$ cat config.mk
export PLATFORM = sky130hd
export DESIGN_NAME = escaped_packet_deframer_top
export DESIGN_NICKNAME = d
export VERILOG_FILES = /design/src/epd_pkg.sv /design/src/epd_frame_ctrl.sv /design/src/epd_unescape.sv /design/src/epd_result_reg.sv /design/src/escaped_packet_deframer_top.sv
export VERILOG_INCLUDE_DIRS = /design/src /design/src/src
export SDC_FILE = /design/constraint.sdc
export NUM_CORES = 1
export LEC_CHECK = 0
export BUFFER_PORTS_ARGS = -buffer_cell sky130_fd_sc_hd__buf_2
export CAP_MARGIN = 20
export CORE_ASPECT_RATIO = 1.25
export CORE_MARGIN = 2
export CORE_UTILIZATION = 35
export CTS_CLUSTER_DIAMETER = 100
export DETAILED_ROUTE_END_ITERATION = 6
export PLACE_DENSITY = 0.54
export SLEW_MARGIN = 10
export SYNTH_ARGS = -nofsm -noshare
export SYNTH_HDL_FRONTEND = slang
export SYNTH_SLANG_ARGS = --single-unit
$ cat constraint.sdc
create_clock -name clk -period 3.35 [get_ports clk]
set_input_delay 0.335 -clock clk [delete_from_list [all_inputs] [get_ports clk]]
set_output_delay 0.335 -clock clk [all_outputs]
set_load 0.02 [all_outputs]
$ cat src/escaped_packet_deframer_top_macros.svh
// Assertion macros for the packet deframer.
`ifndef ESCAPED_PACKET_DEFRAMER_TOP_MACROS_SVH
`define ESCAPED_PACKET_DEFRAMER_TOP_MACROS_SVH

`ifndef SYNTH
// Checked only while the block is out of reset.
`define EPD_ASSERT(lbl, clk, rst, prop, msg) \
  lbl: assert property (@(posedge clk) disable iff (rst) prop) else $error(msg);
// Checked at every edge, reset included.
`define EPD_ASSERT_ALWAYS(lbl, clk, prop, msg) \
  lbl: assert property (@(posedge clk) prop) else $error(msg);
`else
`define EPD_ASSERT(lbl, clk, rst, prop, msg)
`define EPD_ASSERT_ALWAYS(lbl, clk, prop, msg)
`endif

`endif

$ cat src/epd_pkg.sv
`default_nettype none

package epd_pkg;

  localparam int BODY_LEN    = 10;
  localparam int PAYLOAD_LEN = 8;
  localparam int COUNT_W     = 4;
  localparam int PID_IDX     = 0;
  localparam int ESC_IDX     = 9;

  localparam logic [7:0] FRAME_MARK   = 8'hFF;
  localparam logic [7:0] ALL_ESC_MARK = 8'hA5;
  localparam logic [COUNT_W-1:0] LAST_BODY = COUNT_W'(BODY_LEN - 1);
  localparam logic [COUNT_W-1:0] FULL_BODY = COUNT_W'(BODY_LEN);

  typedef enum logic [1:0] {
    PH_IDLE    = 2'd0,
    PH_COLLECT = 2'd1,
    PH_CLOSE   = 2'd2
  } phase_t;

  typedef logic [BODY_LEN-1:0][7:0] body_t;

  typedef struct packed {
    phase_t              phase;
    logic [COUNT_W-1:0]  count;
    logic                close_hit;
  } ctrl_status_t;

  typedef struct packed {
    logic                         pid_ok;
    logic [3:0]                   packet_id;
    logic [PAYLOAD_LEN-1:0][7:0]  payload;
  } result_t;

endpackage

`default_nettype wire

$ cat src/epd_frame_ctrl.sv
`default_nettype none

module epd_frame_ctrl (
  input  wire logic                  clk,
  input  wire logic                  rst,
  input  wire logic                  accept,
  input  wire logic [7:0]            rx_byte,
  output epd_pkg::body_t             body,
  output epd_pkg::ctrl_status_t      status
);
  import epd_pkg::*;

  phase_t             phase;
  phase_t             phase_next;
  logic [COUNT_W-1:0] count;
  body_t              store;
  logic               is_mark;
  logic               count_clr;
  logic               store_wr;
  logic               close_hit;

  assign is_mark = (rx_byte == FRAME_MARK);

  always_comb begin
    phase_next = phase;
    unique case (phase)
      PH_IDLE: begin
        if (accept && is_mark) phase_next = PH_COLLECT;
      end
      PH_COLLECT: begin
        if (accept) begin
          if (is_mark) begin
            if (count != '0) phase_next = PH_IDLE;
          end else if (count == LAST_BODY) begin
            phase_next = PH_CLOSE;
          end
        end
      end
      PH_CLOSE: begin
        if (accept) phase_next = PH_IDLE;
      end
      default: phase_next = PH_IDLE;
    endcase
  end

  always_comb begin
    count_clr = 1'b0;
    store_wr  = 1'b0;
    close_hit = 1'b0;
    unique case (phase)
      PH_COLLECT: begin
        count_clr = accept && is_mark && (count != '0);
        store_wr  = accept && !is_mark && (count < FULL_BODY);
      end
      PH_CLOSE: begin
        count_clr = accept && !is_mark;
        close_hit = accept && is_mark;
      end
      default: begin
        count_clr = accept && is_mark;
      end
    endcase
  end

  always_ff @(posedge clk) begin
    if (rst) begin
      phase <= PH_IDLE;
      count <= '0;
    end else begin
      phase <= phase_next;
      if (count_clr) begin
        count <= '0;
      end else if (store_wr) begin
        count <= count + 1'b1;
      end
    end
  end

  // The body is only read after all ten entries of the current packet are written.
  always_ff @(posedge clk) begin
    if (store_wr) store[count] <= rx_byte;
  end

  assign body             = store;
  assign status.phase     = phase;
  assign status.count     = count;
  assign status.close_hit = close_hit;

endmodule

`default_nettype wire

$ cat src/epd_unescape.sv
`default_nettype none

module epd_unescape (
  input  wire epd_pkg::body_t body,
  output epd_pkg::result_t    result
);
  import epd_pkg::*;

  logic [7:0] pid;
  logic [7:0] esc;
  logic       all_esc;

  assign pid     = body[PID_IDX];
  assign esc     = body[ESC_IDX];
  assign all_esc = (body[1] == ALL_ESC_MARK) && (esc == ALL_ESC_MARK);

  always_comb begin
    result.pid_ok    = (pid[7:4] == ~pid[3:0]);
    result.packet_id = pid[7:4];
    for (int i = 0; i < PAYLOAD_LEN; i++) begin
      result.payload[i] = (all_esc || esc[i]) ? FRAME_MARK : body[i + 1];
    end
  end

endmodule

`default_nettype wire

$ cat src/epd_result_reg.sv
`default_nettype none

module epd_result_reg (
  input  wire logic                          clk,
  input  wire logic                          rst,
  input  wire logic                          load,
  input  wire epd_pkg::result_t              result,
  output logic                               free,
  output logic                               out_valid,
  input  wire logic                          out_ready,
  output logic [3:0]                         packet_id,
  output logic [epd_pkg::PAYLOAD_LEN-1:0][7:0] payload
);
  import epd_pkg::*;

  // The slot can take a new result in the same cycle the old one transfers.
  assign free = !out_valid || out_ready;

  always_ff @(posedge clk) begin
    if (rst) begin
      out_valid <= 1'b0;
    end else if (load) begin
      out_valid <= 1'b1;
    end else if (out_ready) begin
      out_valid <= 1'b0;
    end
  end

  always_ff @(posedge clk) begin
    if (load) begin
      packet_id <= result.packet_id;
      payload   <= result.payload;
    end
  end

endmodule

`default_nettype wire

$ cat src/escaped_packet_deframer_top.sv
// Takes one byte per cycle while in_ready is high; a good packet's result appears in the cycle after its closing 0xFF.
// Throughput: one byte per cycle while the single result register is free; that register accepts
// a new result in the cycle the previous one transfers.
// Reset (synchronous, active high) returns the framer to idle, clears the body count
// and empties the result register; the body store itself is not cleared.
`default_nettype none

`include "escaped_packet_deframer_top_macros.svh"

module escaped_packet_deframer_top (
  input  wire logic       clk,
  input  wire logic       rst,
  input  wire logic       in_valid,
  output logic            in_ready,
  input  wire logic [7:0] rx_byte,
  output logic            out_valid,
  input  wire logic       out_ready,
  output logic [3:0]      packet_id,
  output logic [7:0]      payload_0,
  output logic [7:0]      payload_1,
  output logic [7:0]      payload_2,
  output logic [7:0]      payload_3,
  output logic [7:0]      payload_4,
  output logic [7:0]      payload_5,
  output logic [7:0]      payload_6,
  output logic [7:0]      payload_7
);
  import epd_pkg::*;

  logic                         accept;
  logic                         free;
  logic                         load;
  body_t                        body;
  ctrl_status_t                 status;
  result_t                      result;
  logic [PAYLOAD_LEN-1:0][7:0]  payload;

  assign in_ready = free;
  assign accept   = in_valid && free;
  assign load     = status.close_hit && result.pid_ok;

  epd_frame_ctrl u_ctrl (
    .clk     (clk),
    .rst     (rst),
    .accept  (accept),
    .rx_byte (rx_byte),
    .body    (body),
    .status  (status)
  );

  epd_unescape u_unescape (
    .body   (body),
    .result (result)
  );

  epd_result_reg u_result (
    .clk       (clk),
    .rst       (rst),
    .load      (load),
    .result    (result),
    .free      (free),
    .out_valid (out_valid),
    .out_ready (out_ready),
    .packet_id (packet_id),
    .payload   (payload)
  );

  assign payload_0 = payload[0];
  assign payload_1 = payload[1];
  assign payload_2 = payload[2];
  assign payload_3 = payload[3];
  assign payload_4 = payload[4];
  assign payload_5 = payload[5];
  assign payload_6 = payload[6];
  assign payload_7 = payload[7];

  `EPD_ASSERT(a_close_full, clk, rst, (status.phase == PH_CLOSE) |-> (status.count == FULL_BODY), "awaiting close without a full body")
  `EPD_ASSERT(a_collect_range, clk, rst, (status.phase == PH_COLLECT) |-> (status.count < FULL_BODY), "body count out of range while collecting")
  `EPD_ASSERT(a_result_source, clk, rst, $rose(out_valid) |-> $past(load), "result appeared without a good close")
  `EPD_ASSERT_ALWAYS(a_reset_empty, clk, $past(rst) |-> !out_valid, "result register not empty after reset")

endmodule

`default_nettype wire

======== After elaboration in Yosys (flattened, before gate mapping) ========
Cells that the tools add are included.
operators by class
  $add $sub $neg .......................... 1
  order comparisons ....................... 3
  equality and inequality tests ........... 12
  mux-type cells .......................... 15
  bitwise gates (word level) .............. 1
  reductions and logical operators ........ 24
operators by type and width
  cell                                                                count
  bitwise mux 80 bit                                                  1
  demux 8 bit (select 4 bit)                                          1
  == test 8 bit (second input constant)                               3
  2-to-1 mux 2 bit                                                    6
  logical OR 1 bit                                                    9
  logical AND 1 bit                                                   8
  2-to-1 mux 8 bit                                                    1
  != test 2 x 1 -> 1 bit (second input constant)                      3
  one-hot mux 2 bit (3 select lines)                                  1
  < comparator 4 x 5 -> 1 bit (second input constant)                 1
  AND reduction 5 bit                                                 1
  adder 4 x 1 -> 4 bit (second input constant)                        1
  == test 4 bit                                                       1
  == test 4 bit (second input constant)                               1
  greater-or-equal comparator 4 x 1 -> 1 bit (second input constant)  1
  < comparator 4 bit (second input constant)                          1
  2-to-1 mux 1 bit                                                    4
  inverter 4 bit                                                      1
  nonzero test 4 bit                                                  1
  != test 3 x 1 -> 1 bit (second input constant)                      1
  != test 3 bit (second input constant)                               1
  == test 2 x 1 -> 1 bit (second input constant)                      1
  == test 2 bit (second input constant)                               1
  logical NOT 1 bit                                                   2
  other kinds (4)                                                     4
storage, ports and cells
  register bits after elaboration ......... 155
  input port bits ......................... 12
  output and inout port bits .............. 70
  logic and storage cells ................. 78

======== Longest topological paths before layout ========
  depth after elaboration ................. 7
  mapped depth ............................ 7
  mapped depth without buffers ............ 7

======== Hierarchy ========
A second synthesis with hierarchy kept.
second synthesis, totals
  cells, all modules ...................... 303
  area total of the unflattened synthesis .. 5656.7 sq um
modules (own cells, without submodules)
  module                       instances  cells each  area an instance (sq um)  sequential area each (sq um)
  epd_frame_ctrl               1          148         2991.6                    2522.4
  epd_result_reg               1          72          2088.3                    2062.0
  epd_unescape                 1          81          564.3                     0.0
  escaped_packet_deframer_top  1          2           12.5                      0.0

======== Worst setup path after synthesis ========
No wires, ideal clock.
  path kind ............................... input -> register
  from .................................... input rx_byte[6]
  to ...................................... register u_result.packet_id[0] (enable)
  setup time .............................. 0.422 ns
  arrival ................................. 2.558 ns
  setup slack ............................. 0.370 ns
  stages .................................. 4
  buffers on the path ..................... 0
  path through ............................ nand4_1 or2_1 or4_4 inv_1
between the ends
  word-level cells in the longest chain between the ends .. 4
RTL lines
  item                  RTL line                           text
  start, declared       escaped_packet_deframer_top.sv:15  input wire logic [7:0] rx_byte,
  == test 8 bit         epd_frame_ctrl.sv:22               assign is_mark = (rx_byte == FRAME_MARK);
  logical AND 1 bit     epd_frame_ctrl.sv:57               close_hit = accept && is_mark;
  2-to-1 mux 1 bit      epd_frame_ctrl.sv:50               unique case (phase)
  logical AND 1 bit     escaped_packet_deframer_top.sv:40  assign load = status.close_hit && result.pid_ok;
  net load              escaped_packet_deframer_top.sv:32  logic load;
  end signal, assigned  epd_result_reg.sv:31               packet_id <= result.packet_id;
  end, declared         epd_result_reg.sv:11               output logic [3:0] packet_id,
The timed path passes the listed nets, and every way through them passes these cells.
A chain may end at the register's enable or synchronous reset.

======== Worst setup path after layout ========
  from .................................... register u_ctrl.phase[1]
  to ...................................... register u_ctrl.store, in the netlist u_ctrl.body[42] (enable)
between the ends
  word-level cells in the longest chain between the ends .. 2
RTL lines
  item                           RTL line              text
  start, declared                epd_frame_ctrl.sv:13  phase_t phase;
  start signal, assigned         epd_frame_ctrl.sv:70  phase <= phase_next;
  == test 2 x 1 -> 1 bit         epd_frame_ctrl.sv:50
  2-to-1 mux 1 bit               epd_frame_ctrl.sv:50
  end signal, assigned by index  epd_frame_ctrl.sv:81  if (store_wr) store[count] <= rx_byte;
  end, declared                  epd_frame_ctrl.sv:16  body_t store;
Every way passes these cells.

==> impl_metrics.py <==
metrics = {
    "global_routing": {
        "grt_usage_pct": 12.5,
        "antenna_found_initial": 0,
        "grt.overflow.total": 0,
        "grt_max_degree": 69,
        "grt_pass1_wl_um": 15100,
        "grt_pass1_vias": 2749,
    },
    "sta": {
        "slew_headroom_pct": 60.6,
        "finalSetupViolCount": 0,
        "fmaxAchievable_mhz": 464,
        "finalClockSkew_ns": 0.00887,
        "slew_violations": 0,
        "setup-tns-final_ns": 0,
        "final_hold_viol_count": 0,
        "period_needed_ns": 2.15,
        "tightest_slew_ns": 0.581,
        "setup_ws_ns": 1.20,
        "rsz0062_at_grt": "false",
        "finalCritPeriodShare_pct": 64.3,
    },
    "detailed_routing": {
        "post-route-drc-count": 0,
        "via_per_inst": 4.56,
        "drt_iter0_markers": 144,
        "wirelength_um": 10000,
        "dr.pass1.iters": 4,
        "ant_nets": 0,
        "vias": 2852,
        "avgRoutedWirePerCell_um": 16.1,
    },
    "critical_path": {
        "r2r_slack_ns": 1.20,
        "crit_cells": 6,
        "slowest_stage": "and2_1",
        "r2r-start": "u_ctrl.phase[1]$_SDFFE_PP0P_",
        "critPathKind": "reg -> reg",
        "crit_path_start_kind": "flop",
        "crit_path_max_incr_delay_ns": 0.39,
        "crit_start": "u_ctrl.phase[1]$_SDFFE_PP0P_",
        "end_kind": "flop",
        "reg2reg_depth": 6,
        "worstPathArrival_ns": 2.23,
        "timing.rr.end": "u_ctrl.body[42]$_DFFE_PP_",
        "crit_chain": "inv_1 -> ha_1 -> nand2_1 -> nor3_4 -> and3b_1 -> and2_1",
        "worstPathRequired_ns": 3.43,
        "cp_max_fo": 9,
        "cp_num_buf_inv": 1,
        "path_delay_family": "simple AND/OR/NAND/NOR gates",
        "endpoint": "u_ctrl.body[42]$_DFFE_PP_",
    },
    "pwr": {
        "seq_power_share_pct": 52.0,
        "power.share.clock_pct": 45.8,
        "netSwitchingFraction_pct": 20.3,
        "power_density_mw_per_mm2": 598,
        "combPwrFrac_pct": 2.2,
        "intPower_mw": 3.26,
        "leakagePower_nw": 2.37,
        "power_switching_uw": 830,
        "ir_worst_vdd_uv": 274,
    },
    "floorplan": {
        "placementRows": 51,
        "chipHeight_um": 145,
        "die_w_um": 117,
        "pin_count": 82,
        "core_area_sq_mm": 0.0156,
        "start_util_pct": 35.6,
        "die-area_sq_mm": 0.0169,
    },
    "layout": {
        "num-fill-cells": 1409,
        "diodes": 0,
        "fin_nets": 420,
        "fin_util_pct": 43.9,
        "area_delta_synth_final_pct": 23.1,
        "final_layout_size_suffix_gt1_share_pct": 37.0,
    },
    "clock_tree": {
        "clkTransAtPathRegs_ns": 0.06,
        "cts_tree": "yes",
        "cts_buffers": 17,
        "clock-sinks": 155,
        "cts_setup_buffers": 0,
        "hold_buffers": 0,
        "cts_max_level": 4,
        "ctsResizeCount": 0,
        "insertion_delay_ns": 0.42,
        "cts_root_buf": "clkbuf_16",
        "max-clock-path-buffers": 2,
    },
    "synth": {
        "yosysSeqAreaShare_pct": 82.6,
        "synthArstFlopShare_pct": 0,
        "synth_nets": 320,
        "ys.flop_type": "edfxtp_1",
        "synth_edf_count": 148,
        "synth-seq-cells": 155,
        "synth_area_sq_mm": 0.00555,
        "avgSynthCellArea_sq_um": 18.5,
        "synthCells": 300,
        "yosysUniqueCellTypes": 36,
        "yosys_warnings": 0,
    },
    "placed_design": {
        "io_buffers": 81,
        "place_congestion": 0.728,
        "place_ws_ns": 0.952,
        "dp_hpwl_um": 6780,
    },
    "worst_hold_path": {
        "hold_path_class": "in -> reg",
    },
    "job": {
        "drv_cap": 0,
    },
    "status": {
        "outcome": "finished clean",
    },
}
-- how the worst min path moves through the flow --
stage / cells past startpoint / slack [ns] / endpoint / startpoint
global placement: 2 / 0.47 / u_ctrl.phase[0]$_SDFFE_PP0P_ / u_ctrl.phase[0]$_SDFFE_PP0P_
detailed placement: 0 / 0.48 / u_result.packet_id[2]$_DFFE_PP_ / u_ctrl.body[6]$_DFFE_PP_
finish: 2 / 0.11 / u_result.out_valid$_SDFFE_PP0P_ / rst
global route: 2 / 0.09 / u_result.out_valid$_SDFFE_PP0P_ / rst
CTS: 2 / 0.09 / u_result.out_valid$_SDFFE_PP0P_ / rst
floorplan: 1 / 0.40 / u_result.out_valid$_SDFFE_PP0P_ / rst
-- cells in the mapped netlist, types with 2 or more instances --
library cell,count,area share (%)
nand4_1,3,0.34
or2_2,32,3.6
dfxtp_1,7,2.5
and2_1,4,0.45
a41oi_1,2,0.32
xnor2_1,2,0.32
or3_1,33,3.7
mux2i_1,2,0.36
ha_1,8,1.8
inv_1,6,0.41
nand2_1,8,0.54
nor4bb_1,3,0.54
edfxtp_1,148,80
nor2_1,10,0.68
buf_2,3,0.27
xor2_1,4,0.63
and3_1,6,0.68
-- cells by family after synthesis --
| family | synth area share, % |
|---|---|
| compound gates | 1.42 |
| xor+xnor | 0.947 |
| fa+ha+maj | 1.80 |
| buf+inv | 0.676 |
| flops | 82.6 |
| mux | 0.361 |
| simple gates | 12.2 |
-- worst reg2reg max path, stage by stage (launching register included) --
cell	delay [ns]
dfxtp_1	0.31
inv_1	0.11
ha_1	0.28
nand2_1	0.15
nor3_4	0.30
and3b_1	0.27
and2_1	0.39
-- cell type report --
cell class	instances	area [sq um]	area share (%)
Clock buffer	17	425	6.23
Clock inverter	15	166	2.44
Inverter	6	22.5	0.330
Multi-Input combinational cell	136	928	13.6
Sequential cell	155	4580	67.1
Tap cell	212	265	3.88
Timing Repair Buffer	84	440	6.45
-- flip-flops by register name, summed over array words and instances (netlist names) --
register,cells
u_ctrl.phase,2
u_result.out_valid,1
u_ctrl.body,80
u_ctrl.count,4
u_result.payload,64
u_result.packet_id,4
-- layout by cell type (no fill, tap or decap), drive strengths merged, types with 3 or more instances in the layout --
master,netlist,layout
clkinvlp,0,3
nand4,3,3
or2,33,33
ha,8,8
buf,3,84
dfxtp,7,7
clkinv,0,6
inv,6,10
clkbuf,0,17
edfxtp,148,148
nor4bb,3,3
xor2,4,4
and2,4,4
nor2,10,10
or3,33,33
nand2,9,9
and3,6,6
-- power by group through the flow --
stage | clock network (mW) | logic, mW | registers, mW
after CTS | 1.91 | 0.0917 | 2.12
final | 1.87 | 0.0901 | 2.12
after global routing | 1.98 | 0.101 | 2.12
after global placement | 0 | 0.0870 | 2.16
after floorplan | 0 | 0.0470 | 2.16
after detailed placement | 0 | 0.0912 | 2.16
-- per-layer routing --
metal	wire (um)	vias up	global-route usage (%)	part of all wire (%)
met2	5410	70	21.0	54
met3	535	17	3.75	5.3
li1	-	1347	-	-
met1	3880	1418	14.3	39
met5	0	-	0	0
met4	225	0	6.69	2.2
-- through the flow --
stage | hold slack [ns] | power, mW | area (sq um) | instances
6_report | 0.106 | 4.09 | 6830 | 625
5_1_grt | 0.0918 | 4.21 | 6830 | 625
4_1_cts | 0.0878 | 4.13 | 6830 | 625
3_5_place_dp | 0.478 | 2.26 | 6240 | 593
3_3_place_gp | 0.467 | 2.25 | 6240 | 593
2_1_floorplan | 0.397 | 2.21 | 5550 | 300
Power figures use the tool's default switching activity.
